**config.mk**
```make
export PLATFORM = sky130hd
export DESIGN_NAME = rpfc_crt
export DESIGN_NICKNAME = d
export VERILOG_FILES = /design/src/rtl/rpfc_pkg.sv /design/src/rtl/rpfc_crt.sv
export SDC_FILE = /design/constraint.sdc
export NUM_CORES = 1
export LEC_CHECK = 0
export BUFFER_PORTS_ARGS = -buffer_cell sky130_fd_sc_hd__buf_2
export CORE_MARGIN = 2
export CORE_UTILIZATION = 35
export CTS_CLUSTER_DIAMETER = 50
export DETAILED_ROUTE_END_ITERATION = 16
export PLACE_DENSITY = 0.55
export SYNTH_ARGS = -nofsm -noshare
export SYNTH_HDL_FRONTEND = slang
export SYNTH_SLANG_ARGS = --single-unit
```
**constraint.sdc**
```tcl
create_clock -name clk -period 6.88 [get_ports clk]
set_input_delay 2.064 -clock clk [delete_from_list [all_inputs] [get_ports clk]]
set_output_delay 2.064 -clock clk [all_outputs]
set_load 0.005 [all_outputs]
```
**src/rtl/rpfc_pkg.sv**
```systemverilog
`default_nettype none
package rpfc_pkg;

  localparam int CFG_IDX_W  = 3;
  localparam int CFG_DATA_W = 9;

  // register indexes on the configuration port
  localparam logic [CFG_IDX_W-1:0] REG_GRAYSCALE = 3'd0;
  localparam logic [CFG_IDX_W-1:0] REG_INVERT    = 3'd1;
  localparam logic [CFG_IDX_W-1:0] REG_PASTEL    = 3'd2;
  localparam logic [CFG_IDX_W-1:0] REG_HUE_STEP  = 3'd3;
  localparam logic [CFG_IDX_W-1:0] REG_CRT       = 3'd4;
  localparam logic [CFG_IDX_W-1:0] REG_DARKEN    = 3'd5;

  localparam logic [8:0]  DARKEN_RESET  = 9'd128;
  localparam logic [8:0]  HUE_FULL      = 9'd360;
  localparam logic [5:0]  SECTOR_DEG    = 6'd60;
  localparam logic [15:0] LUM_WR        = 16'd13933;
  localparam logic [15:0] LUM_WG        = 16'd46871;
  localparam logic [15:0] LUM_WB        = 16'd4732;
  localparam logic [7:0]  PASTEL_MUL    = 8'd154;
  // floor(p/60) = (p*RECIP60) >> 20, exact for p below 23831
  localparam logic [14:0] RECIP60       = 15'd17477;

  // c*255/31 for every 5-bit code
  localparam logic [7:0] WIDEN_LUT [32] = '{
    8'd0,   8'd8,   8'd16,  8'd24,  8'd32,  8'd41,  8'd49,  8'd57,
    8'd65,  8'd74,  8'd82,  8'd90,  8'd98,  8'd106, 8'd115, 8'd123,
    8'd131, 8'd139, 8'd148, 8'd156, 8'd164, 8'd172, 8'd180, 8'd189,
    8'd197, 8'd205, 8'd213, 8'd222, 8'd230, 8'd238, 8'd246, 8'd255
  };

  typedef struct packed {
    logic              vld;
    logic [7:0]        r;
    logic [7:0]        g;
    logic [7:0]        b;
    logic [8:0]        line;
    logic signed [7:0] noise;
    logic [8:0]        angle;
  } pix_t;

  typedef struct packed {
    logic       gray_on;
    logic       inv_on;
    logic       pastel_on;
    logic [8:0] hue_step;
    logic       crt_on;
    logic [8:0] darken;
  } cfg_t;

  typedef struct packed {
    logic [7:0] rem;
    logic       qbit;
  } div_step_t;

  // one restoring division step; rem stays below dvsr
  function automatic div_step_t div_step(input logic [7:0] rem, input logic nbit,
                                         input logic [7:0] dvsr);
    logic [8:0] t;
    div_step_t  res;
    t = {rem, nbit};
    if (t >= {1'b0, dvsr}) begin
      res.rem  = 8'(t - {1'b0, dvsr});
      res.qbit = 1'b1;
    end else begin
      res.rem  = t[7:0];
      res.qbit = 1'b0;
    end
    return res;
  endfunction

endpackage
`default_nettype wire

```
**src/rtl/rpfc_crt.sv**
```systemverilog
`default_nettype none
module rpfc_crt (
  input  logic           clk,
  input  logic           rst_n,
  input  logic           adv,
  input  rpfc_pkg::cfg_t cfg,
  input  rpfc_pkg::pix_t pix_in,
  output rpfc_pkg::pix_t pix_out
);

  rpfc_pkg::pix_t c1_r;
  rpfc_pkg::pix_t c2_r, c2_nxt;
  logic [8:0]     rr_r, gg_r, bb_r;
  logic [8:0]     rr_nxt, gg_nxt, bb_nxt;
  logic [16:0]    pr, pg, pb;
  logic           dark;

  function automatic logic [7:0] clamp_add(input logic [8:0] c, input logic [7:0] n);
    logic [10:0] s;
    s = {2'b00, c} + {{3{n[7]}}, n};
    if (s[10]) return 8'd0;
    else if (s[9:8] != 2'b00) return 8'd255;
    else return s[7:0];
  endfunction

  // darken even lines
  assign dark   = cfg.crt_on && !pix_in.line[0];
  assign pr     = {9'b0, pix_in.r} * {8'b0, cfg.darken};
  assign pg     = {9'b0, pix_in.g} * {8'b0, cfg.darken};
  assign pb     = {9'b0, pix_in.b} * {8'b0, cfg.darken};
  assign rr_nxt = dark ? pr[16:8] : {1'b0, pix_in.r};
  assign gg_nxt = dark ? pg[16:8] : {1'b0, pix_in.g};
  assign bb_nxt = dark ? pb[16:8] : {1'b0, pix_in.b};

  // add noise and clamp
  always_comb begin
    c2_nxt = c1_r;
    if (cfg.crt_on) begin
      c2_nxt.r = clamp_add(rr_r, c1_r.noise);
      c2_nxt.g = clamp_add(gg_r, c1_r.noise);
      c2_nxt.b = clamp_add(bb_r, c1_r.noise);
    end else begin
      c2_nxt.r = rr_r[7:0];
      c2_nxt.g = gg_r[7:0];
      c2_nxt.b = bb_r[7:0];
    end
  end

  always_ff @(posedge clk) begin
    if (!rst_n) begin
      c1_r.vld <= 1'b0;
      c2_r.vld <= 1'b0;
    end else if (adv) begin
      c1_r <= pix_in;
      c2_r <= c2_nxt;
    end
  end

  always_ff @(posedge clk) begin
    if (adv) begin
      rr_r <= rr_nxt;
      gg_r <= gg_nxt;
      bb_r <= bb_nxt;
    end
  end

  assign pix_out = c2_r;

endmodule
`default_nettype wire

```
# [After elaboration in Yosys (flattened, before gate mapping)]
# Cells that the tools add are included.
[word_totals] reg_bits=105 inputBits=76 wordCells=39 output_inout_bits=51
[classes] multipliers=3 addsub=3 reduce_logical=6 muxes=10
[ops] op="$mux 8" count=9
[ops] op="$mul 8x9->17" count=3
[ops] op="$add 10x8->11" count=3
[ops] op="$mux 24" count=1
[ops] op="$reduce_bool 2->1" count=3
[ops] op="$reduce_and 2->1" count=1
[ops] op="$logic_and 1x1->1" count=1
[ops] op="$logic_not 1->1" count=1

# [Depth between registers and ports, before layout]
# Gate-level depths: netlist (run 1).
[logic_depth] ltp_word=5 ltp_mapped=18 depth_no_buf=16

# [Worst setup path before layout (run 1)]
# Ideal clock, no wire load.
[synth_path] path_type="input -> register" start="input port cfg[6] (netlist bit)" end="register bb_r[7], data pin" n_path_buf=1 setup_ns=0.256 required_time_ns=6.624 cell_stages=15 setup_slack_ns=0.857 t_arrival_ns=5.767 path_cell_list="clkbuf_1 > and2_1 > fa_1 > fa_1 > fa_1 > inv_1 > fa_1 > inv_1 > ha_1 > a41o_1 > a21oi_1 > o21ai_0 > a21oi_1 > o21ai_0 > o211a_1"
[synth_via] elab_chain_cells=2
[synth_lines] element="from (decl)" line="rpfc_crt.sv:6" rtl="input rpfc_pkg::cfg_t cfg,"
[synth_lines] element="$mul 8x9->17" line="rpfc_crt.sv:30" rtl="assign pb = {9'b0, pix_in.b} * {8'b0, cfg.darken};"
[synth_lines] element="$mux 8" line="rpfc_crt.sv:33" rtl="assign bb_nxt = dark ? pb[16:8] : {1'b0, pix_in.b};"
[synth_lines] element="named net bb_nxt[7]" line="rpfc_crt.sv:14" rtl="logic [8:0] rr_nxt, gg_nxt, bb_nxt;"
[synth_lines] element="to (signal assigned)" line="rpfc_crt.sv:63" rtl="bb_r <= bb_nxt;"
[synth_lines] element="to (decl)" line="rpfc_crt.sv:13" rtl="logic [8:0] rr_r, gg_r, bb_r;"
# The timed path passes the listed nets, and every way through them passes these cells.
# A chain may end at the register's enable or synchronous reset.

# [Worst setup path in the final report (run 1)]
[layout_path] start="input port cfg[3] (netlist bit)" end="register bb_r[4], data pin"
# Same word-level chain as after synthesis.

==> impl_metrics.yaml, run 1 <==
route:
  drt_iter0_drc: 385
  routed_wl_um: 27800
  postRouteAntennaNets: 0
  via_count: 8664
  wl_per_cell_um: 15.9
  via_per_inst: 4.94
  route.detailed.drc: 0
  drt_first_pass_iters: 4
clock_network:
  cts_setup_buffers: 0
  clkTransAtPathRegs_ns: 0.09
  cts_max_path_buffers: 2
  cts_max_level: 3
  cts_hold_buffers: 0
  cts_tree: "yes"
  clk_latency_ns: 0.36
  cts.sinks: 105
  cts-root-buf: "clkbuf_16"
  cts_inserted_buffers: 9
  cts_resized: 0
yosys:
  post-synth-top-area-fraction_pct: 25.8
  synth_top_family_by_area: "adder cells"
  synth_area_leader_cell: "edfxtp_1"
  synth_mux_area_share_pct: 0.251
  synth_adder_area_share_pct: 34.8
  synth-simple-area-share_pct: 17.1
  synth_area_leaders: "edfxtp_1, fa_1, ha_1"
  synth_compound_area_share_pct: 11.7
  synth_seq_cells: 105
  synth_cell_types: 63
  synth_common_cells: "inv_1, and2_1, ha_1"
  synth_xor_area_share_pct: 3.00
  synth_area_mm2: 0.0120
  syn-instance-count: 1204
  yosys_warnings: 0
  yosysMostFrequentCell: "inv_1"
  synth_ff_type: "edfxtp_1"
  ys_seq_area_share_pct: 26.1
  synth_edf_count: 103
  synth_nets: 1538
  synthArstFlopShare_pct: 0
  avgSynthCellArea_um2: 9.95
grt:
  grt_pass1_vias: 8684
  grt_max_degree: 77
  antenna_found_initial: 0
  grt_use_total_pct: 16.0
  grt_pass1_wl_um: 46200
  grt_remaining_overflow: 0
layout:
  regArea_mm2: 0.00313
  fillers: 3324
  multi_input_area_mm2: 0.00802
  post-route-util_pct: 39.8
  area_growth_pct: 11.7
  diodes: 0
  drive_gt1_share_pct: 12.3
  fin_nets: 1635
critical_path:
  r2r_start: "c1_r[10]"
  worstSetupEndpointType: "register"
  crit-reg2reg-capture: "pix_out[34]"
  crit_start: "cfg[3]"
  r2r_cells: 7
  cp.arrival_ns: 6.44
  max_stage_delay_ns: 0.69
  critPathSlowestCell: "o21ai_0"
  ff2ff_setup_slack_ns: 3.63
  startpoint_type: "input pin"
  crit_fanout: 24
  cp.required_ns: 7.06
  worstPathCellList: "buf_2, and2_1, fa_1, fa_1, fa_1, inv_1, fa_1, inv_1, ha_1, nand4_1, o21ai_0, a31oi_1, xor2_1, o21ai_0"
  path_class: "input pin to register"
  cp_common_cell: "fa_1"
timing:
  rsz0062_at_grt: "false"
  finalMaxSlewViolations: 0
  worstMarginPinSlew_ns: 0.995
  fmax_mhz: 160
  setup_violations: 0
  relSlewSlack_pct: 33.6
  min_period_ns: 6.26
  finClkSkew_ns: 0.0144
  finalHoldViolations: 0
  tns_ns: 0
  post-route-period-util_pct: 91.1
power:
  p_leak_nw: 6.15
  switching_share_pct: 42.6
  p_clk_share_pct: 16.3
  p_per_area_mw_per_mm2: 245
  p_sw_w: 0.00140
  pwr-share-seq_pct: 25.5
  internal_power_w: 0.00189
  combPwrFrac_pct: 58.2
  ir_drop_v: 0.000166
floorplan:
  start_util_pct: 35.6
  die_area_mm2: 0.0357
  io_pins: 127
  die_w_um: 189
  row_count: 67
  core-area_mm2: 0.0336
  die_h_um: 189
placed_design:
  io_buffers: 114
  gp_congestion: 0.852
  dp_hpwl_um: 21500
min_path:
  holdPathStages: 0
  min_to: "pix_out[22]"
  hold_class: "register to register"
  min-delay-start: "c1_r[22]"
job:
  maxCapViolations: 0
outcome:
  status: "complete, no violations"
## critical path, delay by kind of cell
family                     cells  cell delay (ns)
xor gates and xnor gates       1             0.17
AOI/OAI and AO/OA              3             1.10
and+or+nand+nor                2             0.36
buffers and inverters          3             0.50
adders and majority gates      5             2.25
## metal layers
metal	wire length (um)	global-route usage [%]
met1	13900	23.5
met2	12600	25.8
met3	1040	1.76
met4	257	2.91
met5	0	0
## flip-flops by register name, summed over array words and instances, names as in the netlist
| register | count |
|---|---|
| bb_r | 9 |
| c1_r | 27 |
| gg_r | 9 |
| pix_out | 51 |
| rr_r | 9 |
## stage by stage
| stage | instance area [um^2] | hold WS [ns] | worst slack [ns] | power, W | instances |
|---|---|---|---|---|---|
| 2_1_floorplan | 12000 | 0.400 | 0.857 | 0.00230 | 1204 |
| 3_3_place_gp | 13100 | 0.401 | 0.270 | 0.00273 | 1738 |
| 3_5_place_dp | 13100 | 0.405 | 0.237 | 0.00276 | 1738 |
| 4_1_cts | 13400 | 0.418 | 0.585 | 0.00331 | 1754 |
| 5_1_grt | 13400 | 0.431 | 0.293 | 0.00363 | 1754 |
| 6_report | 13400 | 0.416 | 0.615 | 0.00328 | 1754 |
## power groups by stage
stage          logic, W  registers (W)  clock network (W)
4_1_cts         0.00192       0.000837           0.000554
2_1_floorplan   0.00147       0.000837                  0
3_3_place_gp    0.00188       0.000850                  0
3_5_place_dp    0.00191       0.000852                  0
6_report        0.00191       0.000837           0.000536
5_1_grt         0.00221       0.000844           0.000576
## area by class of cell
cell class / count / share of cell area [%]
Timing Repair Buffer: 130 / 5.16
Inverter: 176 / 4.94
Clock inverter: 7 / 0.701
Sequential cell: 105 / 23.4
Clock buffer: 9 / 1.68
Tap cell: 448 / 4.19
Multi-Input combinational cell: 879 / 59.9
## kinds of logic after synthesis
kind of cell | count (synthesis)
multiplexers | 3
XOR/XNOR | 41
AND/OR/NAND/NOR | 374
adder cells (fa/ha/maj) | 258
flip-flops | 105
AO/OA/AOI/OAI | 203
buffers and inverters | 220
## placed cells by master (no fill, tap or decap), types with 11 or more instances in the layout
master	n
xor2_1	14
and2_1	163
buf_4	16
o221ai_1	15
o21ai_0	49
nor2b_1	18
a21oi_1	41
o211ai_1	11
a21o_1	15
nand2_1	94
inv_1	176
nor2_1	22
nand2b_1	13
fa_1	126
buf_2	114
nand3_1	22
ha_1	132
xnor2_1	27
edfxtp_1	103
## how the worst max path moves through the flow
stage | endpoint | slack [ns] | cells past startpoint
2_1_floorplan | bb_r[7] | 0.86 | 15
3_3_place_gp | bb_r[6] | 0.27 | 14
3_5_place_dp | bb_r[4] | 0.24 | 14
4_1_cts | bb_r[4] | 0.59 | 14
5_1_grt | bb_r[5] | 0.29 | 14
6_report | bb_r[4] | 0.62 | 14
(Power assumes the default switching activity.)
==> run 2: changes to the inputs <==
--- a/config.mk
+++ b/config.mk
@@ -7,10 +7,10 @@
 export LEC_CHECK = 0
 export BUFFER_PORTS_ARGS = -buffer_cell sky130_fd_sc_hd__buf_2
 export CORE_MARGIN = 2
-export CORE_UTILIZATION = 35
+export CORE_UTILIZATION = 61
 export CTS_CLUSTER_DIAMETER = 50
 export DETAILED_ROUTE_END_ITERATION = 16
-export PLACE_DENSITY = 0.55
+export PLACE_DENSITY = 0.85
 export SYNTH_ARGS = -nofsm -noshare
 export SYNTH_HDL_FRONTEND = slang
 export SYNTH_SLANG_ARGS = --single-unit
==> constraint.sdc (replaced) <==
create_clock -name clk -period 6.75 [get_ports clk]
set_input_delay 2.025 -clock clk [delete_from_list [all_inputs] [get_ports clk]]
set_output_delay 2.025 -clock clk [all_outputs]
set_load 0.005 [all_outputs]
==> run 2 against run 1 <==
Utilization rose by 28 points. Non-clock buffer count decreased by 6. Clock-buffer cell count stayed put. Critical path depth stayed put. Hold slack improved by 0.0025 ns. Register-to-register slack got worse by 0.32 ns. Combinational power barely moved. Clock skew down 0.0024 ns. Global-route usage increased by 9.4 points. Wire length down 8.1%. Flip-flop and latch count did not move. Largest power group unchanged. Total power fell by 0.16%.
==> impl_metrics.yaml, run 2 (synthesis gave the netlist of run 1 again) <==
layout:
  largest_reg_flops: 51
  fillers: 1509
  area_growth_pct: 9.01
  fin_nets: 1629
  drive_gt1_share_pct: 11.8
  fin_area_mm2: 0.0131
  regArea_mm2: 0.00313
  layout_common_cells: "inv_1, and2_1, ha_1, fa_1, buf_2"
  multi_input_area_mm2: 0.00802
  layout_commonest_cell: "inv_1"
route:
  routed_wl_um: 25600
  route.detailed.drc: 0
  drt_iter0_drc: 468
  postRouteAntennaNets: 0
  via_count: 8911
  drt_first_pass_iters: 5
  via_per_inst: 5.69
  wl_per_cell_um: 16.3
timing:
  min_period_ns: 6.25
  tns_ns: 0
  rsz0062_at_grt: "false"
  finalMaxSlewViolations: 0
  relSlewSlack_pct: 25.9
  finalHoldViolations: 0
  fmax_mhz: 160
  post-route-period-util_pct: 92.6
  setup_violations: 0
  finClkSkew_ns: 0.0120
  worstMarginPinSlew_ns: 1.10
power:
  p_per_area_mw_per_mm2: 251
  power_w: 0.00328
  ir_drop_v: 0.000134
  p_leak_nw: 6.11
floorplan:
  io_pins: 127
  start_util_pct: 61.8
  die_area_mm2: 0.0208
  die_w_um: 144
  core-area_mm2: 0.0194
  die_h_um: 144
  row_count: 51
clock_network:
  cts_setup_buffers: 0
  cts-root-buf: "clkbuf_16"
  cts.sinks: 105
  cts_resized: 0
  cts_hold_buffers: 0
  cts_inserted_buffers: 9
  cts_max_path_buffers: 2
  cts_tree: "yes"
  cts_max_level: 3
  clkTransAtPathRegs_ns: 0.07
  clk_latency_ns: 0.35
grt:
  grt_pass1_vias: 8881
  grt_max_degree: 77
  antenna_found_initial: 1
  grt_pass1_wl_um: 42100
  grt_use_total_pct: 25.5
  grt_remaining_overflow: 0
min_path:
  hold_class: "register to register"
  holdPathStages: 0
critical_path:
  cp.required_ns: 6.98
  startpoint_type: "input pin"
  crit_fanout: 24
  cp.arrival_ns: 6.48
  worstSetupEndpointType: "register"
  path_class: "input pin to register"
  r2r_cells: 6
placed_design:
  placed_cell_area_mm2: 0.0128
  gp_congestion: 0.904
  dp_hpwl_um: 19600
  io_buffers: 114
job:
  maxCapViolations: 0
outcome:
  status: "complete, no violations"
==> run 2: changes by cell type in the layout (fill, tap and decap cells not counted) <==
| cell | before | now |
|---|---|---|
| diode_2 | 0 | 1 |
| buf_4 | 16 | 10 |
| inv_6 | 2 | 3 |
| clkinv_2 | 0 | 2 |
| clkinv_8 | 2 | 0 |
| inv_12 | 2 | 0 |
==> run 2: final timing paths <==
kind / start / end / slack, ns
max reg2reg: c1_r[16] / pix_out[27] / 3.31
min: c1_r[8] / pix_out[8] / 0.42
max: cfg[4] / bb_r[7] / 0.50
min reg2reg: c1_r[8] / pix_out[8] / 0.42
==> run 2: worst max-delay path: stages <==
cell	delay, ns
buf_2	0.39
and2_1	0.22
fa_1	0.44
fa_1	0.51
fa_1	0.50
inv_1	0.05
fa_1	0.47
inv_1	0.05
ha_1	0.36
nand4_1	0.12
o21ai_0	0.68
a21oi_1	0.21
o21ai_0	0.26
o211a_1	0.19
==> run 2: metrics by stage <==
stage	utilization (%)	setup slack [ns]	instances	hold slack [ns]
6_report	67.3	0.502	1565	0.419
4_1_cts	67.3	0.571	1564	0.421
3_5_place_dp	65.9	0.214	1549	0.405
2_1_floorplan	-	0.766	1204	0.400
3_3_place_gp	65.9	0.267	1549	0.402
5_1_grt	67.3	0.268	1565	0.426
==> run 2: power breakdown <==
group | leakage (nW) | switching [W] | internal (W)
logic | 4.98 | 0.00110 | 0.000835
registers | 0.995 | 0.0000371 | 0.000814
clock network | 0.138 | 0.000239 | 0.000253
total | 6.11 | 0.00138 | 0.00190
==> run 2: layout make-up <==
type	instances	area share [%]
Tap cell	265	2.54
Clock inverter	6	0.364
Multi-Input combinational cell	879	61.4
Antenna cell	1	0.0192
Sequential cell	105	24.0
Inverter	176	5.06
Timing Repair Buffer	124	4.94
Clock buffer	9	1.72
==> run 2: metal layers <==
layer	up-vias	wire, um	global-route usage (%)
met3	42	1580	3.05
li1	4238	-	-
met2	322	12300	43.3
met5	-	0	0
met1	4309	11200	34.4
met4	0	558	8.07
==> run 3: changes to the inputs <==
--- a/config.mk
+++ b/config.mk
@@ -5,12 +5,13 @@
 export SDC_FILE = /design/constraint.sdc
 export NUM_CORES = 1
 export LEC_CHECK = 0
+export ABC_AREA = 1
 export BUFFER_PORTS_ARGS = -buffer_cell sky130_fd_sc_hd__buf_2
 export CORE_MARGIN = 2
-export CORE_UTILIZATION = 61
+export CORE_UTILIZATION = 62
 export CTS_CLUSTER_DIAMETER = 50
 export DETAILED_ROUTE_END_ITERATION = 16
-export PLACE_DENSITY = 0.85
+export PLACE_DENSITY = 0.86
 export SYNTH_ARGS = -nofsm -noshare
 export SYNTH_HDL_FRONTEND = slang
 export SYNTH_SLANG_ARGS = --single-unit
==> run 3 against run 2 <==
Wire length rose by 20%. Flip-flop and latch count did not move. Critical path depth did not move. Clock power rose by 11%. Synthesized area rose by 8.1%. Total power rose by 10%. First-iteration DRC count rose by 94%. Utilization rose by 1.4 points. Synthesized cell count rose by 42%. Critical endpoint is now bb_r[0]. Largest cell class unchanged. Largest power group unchanged.
==> impl_metrics.yaml, run 3 <==
power:
  p_sw_w: 0.00168
  p_per_area_mw_per_mm2: 258
  p_clk_share_pct: 15.1
  combPwrFrac_pct: 61.5
  internal_power_w: 0.00193
  ir_drop_v: 0.000140
  p_leak_nw: 8.34
  switching_share_pct: 46.6
  pwr-share-seq_pct: 23.4
critical_path:
  startpoint_type: "input pin"
  cp_common_cell: "fa_1"
  path_buf_inv: 2
  path_class: "input pin to register"
  max_stage_delay_ns: 0.56
  cp.required_ns: 6.85
  worstPathCellList: "buf_2, nand2_1, fa_1, fa_1, inv_1, fa_1, fa_1, ha_1, a21oi_1, o21ai_0, or2_1, xor2_1, nand2_1, nand2_1"
  worstSetupEndpointType: "register"
  crit_family: "adder cells"
  cp.arrival_ns: 5.99
  crit_fanout: 24
  critPathSlowestCell: "fa_1"
floorplan:
  die_h_um: 149
  row_count: 52
  die_w_um: 149
  die_area_mm2: 0.0221
  core-area_mm2: 0.0204
  io_pins: 127
  start_util_pct: 63.6
yosys:
  syn-instance-count: 1715
  synth_area_mm2: 0.0130
  synthArstFlopShare_pct: 0
  synth_area_leader_cell: "edfxtp_1"
  synth_cell_types: 34
  post-synth-top-area-fraction_pct: 23.9
  synth_edf_count: 103
  ys_seq_area_share_pct: 24.2
  synth_nets: 2049
  synth_area_leaders: "edfxtp_1, fa_1, nand2_1"
  synth_ff_type: "edfxtp_1"
  yosysMostFrequentCell: "nand2_1"
  yosys_warnings: 0
  avgSynthCellArea_um2: 7.55
  synth_seq_cells: 105
  synth_common_cells: "nand2_1, inv_1, ha_1"
clock_network:
  clkTransAtPathRegs_ns: 0.08
  cts_setup_buffers: 0
  cts_tree: "yes"
  cts.sinks: 105
  cts_max_path_buffers: 2
  cts_resized: 0
  cts_max_level: 3
  cts-root-buf: "clkbuf_16"
  cts_inserted_buffers: 9
  cts_hold_buffers: 0
  clk_latency_ns: 0.36
timing:
  relSlewSlack_pct: 45.3
  holdWs_ns: 0.422
  finalHoldViolations: 0
  setup_violations: 0
  finClkSkew_ns: 0.00946
  tns_ns: 0
  worstMarginPinSlew_ns: 0.820
  finalMaxSlewViolations: 0
  fmax_mhz: 170
  min_period_ns: 5.89
  post-route-period-util_pct: 87.3
  rsz0062_at_grt: "false"
route:
  routed_wl_um: 30600
  postRouteAntennaNets: 0
  route.detailed.drc: 0
  via_per_inst: 5.35
  wl_per_cell_um: 14.8
  drt_first_pass_iters: 5
  drt_iter0_drc: 910
  via_count: 11100
layout:
  largest_reg_flops: 51
  area_growth_pct: 8.03
  layout_commonest_cell: "nand2_1"
  drive_gt1_share_pct: 8.66
  fin_nets: 2131
  diodes: 0
  layout_common_cells: "nand2_1, inv_1, ha_1, fa_1, buf_2"
  fin_cells: 2072
  fin_area_mm2: 0.0140
placed_design:
  gp_congestion: 0.925
  placed_cell_area_mm2: 0.0137
  placed_cells: 2056
  io_buffers: 114
  dp_hpwl_um: 23500
grt:
  grt_max_degree: 52
  grt_use_total_pct: 28.9
  grt_pass1_wl_um: 51500
  antenna_found_initial: 0
  grt_remaining_overflow: 0
  grt_pass1_vias: 11100
job:
  maxCapViolations: 0
min_path:
  hold_class: "register to register"
outcome:
  status: "complete, no violations"
## run 3: cell count changes in the layout (fill, tap and decap cells not counted), sizes merged, moves of 13 or more
cell	previous run	this run
inv	180	421
nor2b	19	0
nand2b	13	0
o221ai	15	0
nand2	94	573
and2	164	0
nand3	22	79
nand4	6	28
xnor2	27	12
o21ai	59	21
nor2	22	79
## run 3: final timing paths
check,from,to,slack [ns],cells after the start
worst max-delay path,cfg[5],bb_r[0],0.86,14
worst min register to register,c1_r[5],pix_out[5],0.42,0
worst min-delay path,c1_r[5],pix_out[5],0.42,0
worst max register to register,c1_r[16],pix_out[30],4.10,9
## run 3: cell type report
type	count	area [um^2]
fillers	1617	6370
repair buffers	119	608
flip-flops and latches	105	3130
clock inverters	6	71.3
well taps	270	338
clock buffers	10	229
multi-input cells	1145	8050
inverters	417	1570
## run 3: metal layers
metal	GRT usage [%]	wire length, um	vias to the layer above
li1	-	-	5367
met1	37.7	12600	5106
met2	50.3	14600	514
met3	3.16	2560	88
met4	10.5	928	0
met5	0	0	-
## run 3: cell families after synthesis
logic type | synth area share, %
buffers and inverters | 13.7
AO/OA/AOI/OAI | 3.84
XOR/XNOR | 1.15
flip-flops | 24.2
AND/OR/NAND/NOR | 24.9
adder cells (fa/ha/maj) | 32.2
## run 3: power by group through the flow
| stage | registers [W] | logic [W] | clock network (W) |
|---|---|---|---|
| after floorplan | 0.000839 | 0.00171 | 0 |
| after global placement | 0.000853 | 0.00209 | 0 |
| after detailed placement | 0.000855 | 0.00218 | 0 |
| after CTS | 0.000842 | 0.00220 | 0.000542 |
| after global routing | 0.000848 | 0.00258 | 0.000563 |
| final | 0.000844 | 0.00222 | 0.000546 |
## run 3: per-stage QoR
stage / setup WS (ns) / utilization (%) / power, W
2_1_floorplan: 1.05 / - / 0.00255
3_3_place_gp: 0.577 / 67.3 / 0.00294
3_5_place_dp: 0.524 / 67.3 / 0.00304
4_1_cts: 0.878 / 68.7 / 0.00359
5_1_grt: 0.579 / 68.7 / 0.00399
6_report: 0.859 / 68.7 / 0.00361
